## src/rtl/assert_macros.svh

```systemverilog
// Assertion macros shared by the RTL of the rand48 draw block.
// Needs clk and arst_n in the scope of every use.
`ifndef ASSERT_MACROS_SVH
`define ASSERT_MACROS_SVH

`define ASSERT_NEVER(label, cond, msg) \
	label: assert property (@(posedge clk) disable iff (!arst_n) !(cond)) else $error(msg);

`define ASSERT_IMPLY(label, ante, cons, msg) \
	label: assert property (@(posedge clk) disable iff (!arst_n) (ante) |-> (cons)) \
		else $error(msg);

`define ASSERT_NEXT(label, ante, cons, msg) \
	label: assert property (@(posedge clk) disable iff (!arst_n) (ante) |=> (cons)) \
		else $error(msg);

`endif

```

## src/rtl/lcg48_pkg.sv

```systemverilog
// Shared types and constants of the rand48 draw block.
// No dependencies.
package lcg48_pkg;

	localparam int STATE_W  = 48;
	localparam int DRAW_W   = 31;
	localparam int WORD_W   = 32;
	localparam int ADDEND_W = 16;
	localparam int CFG_IDX_W = 2;

	localparam logic [STATE_W-1:0]  STATE_RESET  = 48'h1234_ABCD_330E;
	localparam logic [STATE_W-1:0]  MULT_RESET   = 48'h0005_DEEC_E66D;
	localparam logic [ADDEND_W-1:0] ADDEND_RESET = 16'h000B;
	localparam logic [15:0]         SEED_LOW     = 16'h330E;

	localparam logic [CFG_IDX_W-1:0] REG_SEED   = 2'd0;
	localparam logic [CFG_IDX_W-1:0] REG_MULT   = 2'd1;
	localparam logic [CFG_IDX_W-1:0] REG_ADDEND = 2'd2;

	typedef struct packed {
		logic              use_range;
		logic              span_error;
		logic [DRAW_W-1:0] draw;
		logic [WORD_W-1:0] range_start;
		logic [WORD_W-1:0] span;
	} lcg_rec_t;

	typedef enum logic [1:0] {
		F_IDLE,
		F_MUL,
		F_SUM,
		F_PUSH
	} front_state_t;

	typedef enum logic [1:0] {
		B_IDLE,
		B_RUN,
		B_DONE
	} back_state_t;

endpackage

```

## src/rtl/lcg48_front.sv

```systemverilog
// Front end: takes draw requests, advances the 48-bit generator state over
// partial products and classifies the range. Depends on lcg48_pkg.
module lcg48_front import lcg48_pkg::*; (
	input  logic                 clk,
	input  logic                 arst_n,
	input  logic                 push,
	output logic                 full,
	input  logic                 use_range,
	input  logic signed [31:0]   range_start,
	input  logic signed [31:0]   range_end,
	input  logic                 cfg_we,
	input  logic [CFG_IDX_W-1:0] cfg_index,
	input  logic [STATE_W-1:0]   cfg_data,
	output logic                 q_push,
	input  logic                 q_full,
	output lcg_rec_t             rec
);

	front_state_t        fstate_q, fstate_d;
	logic [STATE_W-1:0]  mult_q;
	logic [ADDEND_W-1:0] addend_q;
	logic [STATE_W-1:0]  gen_q;
	logic                use_q;
	logic [WORD_W-1:0]   start_q, end_q;
	logic [STATE_W-1:0]  plo_s1;
	logic [15:0]         cross_s1;
	lcg_rec_t            rec_q;

	logic [63:0]         plo_full;
	logic [31:0]         xa, xb;
	logic [STATE_W-1:0]  gen_next;
	logic [WORD_W:0]     span33;
	logic                accept;

	assign accept   = push && !full;
	assign plo_full = mult_q[31:0] * gen_q[31:0];
	assign xa       = mult_q[15:0] * gen_q[47:32];
	assign xb       = mult_q[47:32] * gen_q[15:0];
	assign gen_next = plo_s1 + {cross_s1, 32'd0} + {32'd0, addend_q};
	assign span33   = {end_q[WORD_W-1], end_q} - {start_q[WORD_W-1], start_q};

	always_comb begin
		fstate_d = fstate_q;
		unique case (fstate_q)
			F_IDLE: if (push) fstate_d = F_MUL;
			F_MUL:  fstate_d = F_SUM;
			F_SUM:  fstate_d = F_PUSH;
			F_PUSH: if (!q_full) fstate_d = F_IDLE;
			default: fstate_d = F_IDLE;
		endcase
	end

	always_comb begin
		full   = (fstate_q != F_IDLE);
		q_push = (fstate_q == F_PUSH) && !q_full;
	end

	always_ff @(posedge clk or negedge arst_n) begin
		if (!arst_n) begin
			fstate_q <= F_IDLE;
			mult_q   <= MULT_RESET;
			addend_q <= ADDEND_RESET;
			gen_q    <= STATE_RESET;
		end else begin
			fstate_q <= fstate_d;
			if (cfg_we) begin
				unique case (cfg_index)
					REG_SEED:   gen_q <= {cfg_data[31:0], SEED_LOW};
					REG_MULT:   mult_q <= cfg_data;
					REG_ADDEND: addend_q <= cfg_data[ADDEND_W-1:0];
					default: ;
				endcase
			end else if (fstate_q == F_SUM) begin
				gen_q <= gen_next;
			end
		end
	end

	always_ff @(posedge clk) begin
		if (accept) begin
			use_q   <= use_range;
			start_q <= range_start;
			end_q   <= range_end;
		end
		if (fstate_q == F_MUL) begin
			plo_s1   <= plo_full[STATE_W-1:0];
			cross_s1 <= xa[15:0] + xb[15:0];
		end
		if (fstate_q == F_SUM) begin
			rec_q.use_range   <= use_q;
			rec_q.span_error  <= use_q && (span33[WORD_W] || (span33 == '0));
			rec_q.draw        <= gen_next[STATE_W-1:STATE_W-DRAW_W];
			rec_q.range_start <= start_q;
			rec_q.span        <= span33[WORD_W-1:0];
		end
	end

	assign rec = rec_q;

endmodule

```

## src/rtl/lcg48_queue.sv

```systemverilog
// Two-entry queue of classified draws between front and back end.
// Depends on lcg48_pkg.
module lcg48_queue import lcg48_pkg::*; (
	input  logic     clk,
	input  logic     arst_n,
	input  logic     q_push,
	input  lcg_rec_t wr_rec,
	output logic     q_full,
	input  logic     q_pop,
	output logic     q_empty,
	output lcg_rec_t rd_rec
);

	lcg_rec_t   entry_q [2];
	logic       wr_ptr_q, rd_ptr_q;
	logic [1:0] count_q;

	assign q_full  = (count_q == 2'd2);
	assign q_empty = (count_q == 2'd0);
	assign rd_rec  = entry_q[rd_ptr_q];

	always_ff @(posedge clk or negedge arst_n) begin
		if (!arst_n) begin
			wr_ptr_q <= 1'b0;
			rd_ptr_q <= 1'b0;
			count_q  <= 2'd0;
		end else begin
			if (q_push) wr_ptr_q <= !wr_ptr_q;
			if (q_pop) rd_ptr_q <= !rd_ptr_q;
			priority if (q_push && !q_pop) count_q <= count_q + 2'd1;
			else if (q_pop && !q_push) count_q <= count_q - 2'd1;
		end
	end

	always_ff @(posedge clk) begin
		if (q_push) entry_q[wr_ptr_q] <= wr_rec;
	end

endmodule

```

## src/rtl/lcg48_back.sv

```systemverilog
// Back end: bit-serial remainder of the draw by the span, offset by the
// range start, and the result register. Depends on lcg48_pkg.
module lcg48_back import lcg48_pkg::*; (
	input  logic               clk,
	input  logic               arst_n,
	input  logic               q_empty,
	input  lcg_rec_t           rd_rec,
	output logic               q_pop,
	output logic               empty,
	input  logic               pop,
	output logic signed [31:0] value,
	output logic               span_error
);

	back_state_t       bstate_q, bstate_d;
	logic [DRAW_W-1:0] draw_q;
	logic [WORD_W-1:0] start_q, span_q, rem_q;
	logic [4:0]        cnt_q;
	logic [WORD_W-1:0] res_value_q;
	logic              res_err_q;
	logic              out_valid_q;
	logic [WORD_W-1:0] value_q;
	logic              err_q;

	logic [WORD_W:0]   shifted;
	logic [WORD_W+1:0] diff;
	logic [WORD_W-1:0] rem_next;
	logic              load_out;

	assign shifted  = {rem_q, draw_q[DRAW_W-1]};
	assign diff     = {1'b0, shifted} - {2'b00, span_q};
	assign rem_next = diff[WORD_W+1] ? shifted[WORD_W-1:0] : diff[WORD_W-1:0];

	always_comb begin
		bstate_d = bstate_q;
		unique case (bstate_q)
			B_IDLE: begin
				if (!q_empty) begin
					if (rd_rec.use_range && !rd_rec.span_error) bstate_d = B_RUN;
					else bstate_d = B_DONE;
				end
			end
			B_RUN:  if (cnt_q == 5'd0) bstate_d = B_DONE;
			B_DONE: if (load_out) bstate_d = B_IDLE;
			default: bstate_d = B_IDLE;
		endcase
	end

	always_comb begin
		q_pop    = (bstate_q == B_IDLE) && !q_empty;
		load_out = (bstate_q == B_DONE) && (!out_valid_q || pop);
	end

	always_ff @(posedge clk or negedge arst_n) begin
		if (!arst_n) begin
			bstate_q    <= B_IDLE;
			out_valid_q <= 1'b0;
		end else begin
			bstate_q <= bstate_d;
			priority if (load_out) out_valid_q <= 1'b1;
			else if (pop) out_valid_q <= 1'b0;
		end
	end

	always_ff @(posedge clk) begin
		if (q_pop) begin
			draw_q  <= rd_rec.draw;
			start_q <= rd_rec.range_start;
			span_q  <= rd_rec.span;
			rem_q   <= '0;
			cnt_q   <= 5'(DRAW_W - 1);
			priority if (!rd_rec.use_range) begin
				res_value_q <= {1'b0, rd_rec.draw};
				res_err_q   <= 1'b0;
			end else if (rd_rec.span_error) begin
				res_value_q <= '0;
				res_err_q   <= 1'b1;
			end else begin
				res_err_q <= 1'b0;
			end
		end
		if (bstate_q == B_RUN) begin
			rem_q  <= rem_next;
			draw_q <= {draw_q[DRAW_W-2:0], 1'b0};
			cnt_q  <= cnt_q - 5'd1;
			if (cnt_q == 5'd0) res_value_q <= rem_next + start_q;
		end
		if (load_out) begin
			value_q <= res_value_q;
			err_q   <= res_err_q;
		end
	end

	assign empty      = !out_valid_q;
	assign value      = value_q;
	assign span_error = err_q;

endmodule

```

## src/rtl/lcg48_random_draw.sv

```systemverilog
// rand48 draw block: front end, two-entry queue, bit-serial remainder back end.
// The front end takes a new request only when idle; the two-entry queue lets it run
// ahead of the back end. Range draws pass the one-bit-per-cycle remainder loop.
// Reset: state 0x1234ABCD330E, multiplier 0x5DEECE66D, addend 0xB, queue and
// result register empty.
`include "assert_macros.svh"

module lcg48_random_draw import lcg48_pkg::*; (
	input  logic                 clk,
	input  logic                 arst_n,
	input  logic                 push,
	output logic                 full,
	input  logic                 use_range,
	input  logic signed [31:0]   range_start,
	input  logic signed [31:0]   range_end,
	output logic                 empty,
	input  logic                 pop,
	output logic signed [31:0]   value,
	output logic                 span_error,
	input  logic                 cfg_we,
	input  logic [CFG_IDX_W-1:0] cfg_index,
	input  logic [STATE_W-1:0]   cfg_data
);

	logic     q_push, q_full, q_pop, q_empty;
	lcg_rec_t wr_rec, rd_rec;

	lcg48_front u_front (
		.clk         (clk),
		.arst_n      (arst_n),
		.push        (push),
		.full        (full),
		.use_range   (use_range),
		.range_start (range_start),
		.range_end   (range_end),
		.cfg_we      (cfg_we),
		.cfg_index   (cfg_index),
		.cfg_data    (cfg_data),
		.q_push      (q_push),
		.q_full      (q_full),
		.rec         (wr_rec)
	);

	lcg48_queue u_queue (
		.clk     (clk),
		.arst_n  (arst_n),
		.q_push  (q_push),
		.wr_rec  (wr_rec),
		.q_full  (q_full),
		.q_pop   (q_pop),
		.q_empty (q_empty),
		.rd_rec  (rd_rec)
	);

	lcg48_back u_back (
		.clk        (clk),
		.arst_n     (arst_n),
		.q_empty    (q_empty),
		.rd_rec     (rd_rec),
		.q_pop      (q_pop),
		.empty      (empty),
		.pop        (pop),
		.value      (value),
		.span_error (span_error)
	);

	`ASSERT_NEVER(a_queue_overflow, q_push && q_full, "transfer into full queue")
	`ASSERT_NEVER(a_queue_underflow, q_pop && q_empty, "transfer out of empty queue")
	`ASSERT_IMPLY(a_err_zero, !empty && span_error, value == 32'sd0, "span error with value")
	`ASSERT_NEXT(a_front_busy, push && !full, full, "front idle after accepted transfer")

endmodule
```

## config.mk

```make
export PLATFORM = sky130hd
export DESIGN_NAME = lcg48_random_draw
export DESIGN_NICKNAME = d
export VERILOG_FILES = /design/src/rtl/lcg48_pkg.sv /design/src/rtl/lcg48_front.sv /design/src/rtl/lcg48_queue.sv /design/src/rtl/lcg48_back.sv /design/src/rtl/lcg48_random_draw.sv
export VERILOG_INCLUDE_DIRS = /design/src /design/src/rtl
export SDC_FILE = /design/constraint.sdc
export NUM_CORES = 2
export LEC_CHECK = 0
export BUFFER_PORTS_ARGS = -buffer_cell sky130_fd_sc_hd__clkbuf_2
export CORE_MARGIN = 2
export CORE_UTILIZATION = 50
export CTS_CLUSTER_SIZE = 40
export DETAILED_ROUTE_END_ITERATION = 10
export PLACE_DENSITY = 0.63
export REMOVE_ABC_BUFFERS = 1
export SLEW_MARGIN = 20
export SYNTH_ARGS = -nofsm -noshare
export SYNTH_HDL_FRONTEND = slang
export SYNTH_HIERARCHICAL = 1
export SYNTH_SLANG_ARGS = --single-unit
```

## constraint.sdc

```tcl
create_clock -name clk -period 13.5 [get_ports clk]
set_input_delay 2.7 -clock clk [delete_from_list [all_inputs] [get_ports clk]]
set_output_delay 2.7 -clock clk [all_outputs]
set_load 0.02 [all_outputs]
```

==> run summary <==
Setup crit start kind -> flip-flop
chip height -> 375 um
root buf cell -> clkbuf_16
DR top layer -> met5
placed cells -> 8,207
row count -> 136
final worst slack -> 4.68 ns
I/O pins -> 155
via count -> 46,500
Max Slew Vio Count -> 0
type of the most critical hold path -> reg -> reg
most frequent cells in the layout -> 1,173 x inv_1, 967 x fa_1, 802 x nand2_1, 638 x and2_1, 585 x edfxtp_1
worst clock skew -> 0.0297 ns
register bit total from synthesis -> 739
global route overflow -> 0
initial antenna violation count -> 8
Ys Warns -> 6
worst slew pin tran -> 1.18 ns
cts-stage hold buffer count -> 0
leading area contributor after synthesis -> fa_1
WP data required -> 13.90 ns
setup total negative slack -> 0 ns
max frequency -> 113 MHz
Max Cap Viol -> 0
final hold violations -> 0
status -> finished clean
WL/cell -> 23.0 um
Die ar. -> 141,000 um2
Synth top area share -> 28.1%
M1 WL -> 77.2 mm
vias per inst -> 5.56
share of synthesized registers carrying an async set or reset -> 16.4%
TritonCTS Buffers -> 79
Critical Path Max Stage Delay -> 1.20 ns
pre-CTS WS -> 4.79 ns
Final ANT Viol Nets -> 0
Syn Area/Cell -> 10.6 um2
Post-DP HPWL -> 140 mm
worst path arrival time -> 9.21 ns
initial core utilization -> 50.2%
fraction of the cycle the final worst path needs -> 65.3%
max_slew headroom -> 19.5%
area delta synth->final -> 7.53%
1st-iter DRT viols -> 3,456
detailed route wirelength on metal2 -> 94.7 mm
post-synthesis cell area -> 68,800 um2
RSZ-0062 raised after global routing -> no
# port buffers -> 154
non-filler cells, final -> 8,357
Clock Latency Late Sink -> 0.67 ns
Post-Route WL -> 192 mm
number of synthesized flops with an enable pin -> 585
Area contributors post-synth -> fa_1 28%, edfxtp_1 26%, ha_1 7.3%
Final Setup Violations -> 0
Cells after Synth -> 6,495
Min Hold Slack -> 0.424 ns
Met3 Routed Length -> 11.5 mm
die width -> 375 um
Synth Flop Type -> edfxtp_1
vias in the first global route -> 49,100
post-CTS setup buffer count -> 0
final period demand of the worst path -> 8.82 ns
drt pass-1 iters -> 6
CTS tree -> built
post-synthesis sequential area ratio -> 31.0%
largest net degree at the start of global routing -> 66
depth of the CTS H-tree -> 3
commonest non-fill, non-tap cell in the layout -> inv_1
Final nets -> 7,981
WS Path Type -> reg -> reg
Longest Clk Path Bufs -> 3
DRC -> 0
CP max FO -> 39
gpl congestion -> 0.951
core area -> 137,000 um2
Synth cell types -> 82
Critical Path Sink Type -> flip-flop
Critical Path Slowest Stage Cell -> dfstp_2
share of layout cells above drive strength 1 -> 8.94%
first-pass GRT wire length -> 295 mm
total clock sinks -> 739
Clock Pin Slew Worst Setup and Hold Paths -> 0.07 ns
CP most frequent cell -> fa_1
GRT Total Usage -> 27.9%
post_cts resized -> 0
layout make-up:
class,instances,area [um2]
Antenna cell,5,12.5
Clock buffer,95,2090
Clock inverter,50,662
Fill cell,12000,63000
Inverter,1174,4410
Multi-Input combinational cell,4279,42000
Sequential cell,739,21300
Tap cell,1794,2240
Timing Repair Buffer,221,1280
registers in the layout, indices dropped and copies added, names as in the netlist, 2 cells and up:
signal and cells:
u_back/cnt_q 5, u_front/mult_q 48, u_back/bstate_q 2, u_front/rec 97
u_front/fstate_q 2, u_back/rem_q 32, u_queue/entry_q 194, u_back/draw_q 31
u_front/end_q 32, u_back/start_q 32, u_front/addend_q 16, u_back/span_q 32
u_back/value 32, u_front/gen_q 48, u_front/cross_s1 16, u_queue/count_q 2
u_back/res_value_q 32, u_front/plo_s1 48, u_front/start_q 32
worst max-delay path, delay by kind of cell (launching register included):
family	cells	cell delay (ns)
AO/OA/AOI/OAI	9	2.37
AND/OR/NAND/NOR	2	0.43
buffers and inverters	4	0.21
XOR/XNOR	1	0.09
flip-flops	1	1.20
adder cells (fa/ha/maj)	9	4.22
worst paths after layout:
path                               startpoint                  to  slack, ns  cells after the start
setup reg to reg           u_front/mult_q[10]  u_front/plo_s1[47]       4.68                     25
setup / recovery           u_front/mult_q[10]  u_front/plo_s1[47]       4.68                     25
hold / removal               u_back/res_err_q   u_back/span_error       0.42                      0
max in group asynchronous              arst_n   u_front/gen_q[15]       9.95                      2
min in group asynchronous              arst_n    u_queue/wr_ptr_q       2.11                      1
hold reg to reg              u_back/res_err_q   u_back/span_error       0.42                      0
through the flow:
| stage | util (%) | area [um2] |
|---|---|---|
| 2_1_floorplan | - | 67600 |
| 3_3_place_gp | 52.0 | 71200 |
| 3_5_place_dp | 52.0 | 71200 |
| 4_1_cts | 54.0 | 74000 |
| 5_1_grt | 54.0 | 74000 |
| 6_report | 54.0 | 74000 |
cell families after synthesis:
kind of cell,count (synthesis),synth area share [%]
adder cells (fa/ha/maj),1367,35.4
AO/OA/AOI/OAI,624,5.82
flip-flops,739,31.0
buffers and inverters,1477,8.13
multiplexers,193,3.22
AND/OR/NAND/NOR,1830,13.1
XOR/XNOR,265,3.37
routing by layer:
layer	vias up	global-route usage, %
met5	-	0
met4	8	11.2
met3	438	3.07
met2	1692	48.1
met1	23900	36.0
li1	20400	-
cells in the mapped netlist (all sizes together), types with 129 or more instances:
cell / count
mux2: 165
clkbuf: 282
nor2: 163
ha: 400
xnor2: 182
o21ai: 129
fa: 967
inv: 1173
edfxtp: 585
and2: 640
nand2: 803
a21oi: 192
Power is not shown: default switching activity piles up to over one toggle a cycle in this logic, so the estimate is an artifact.
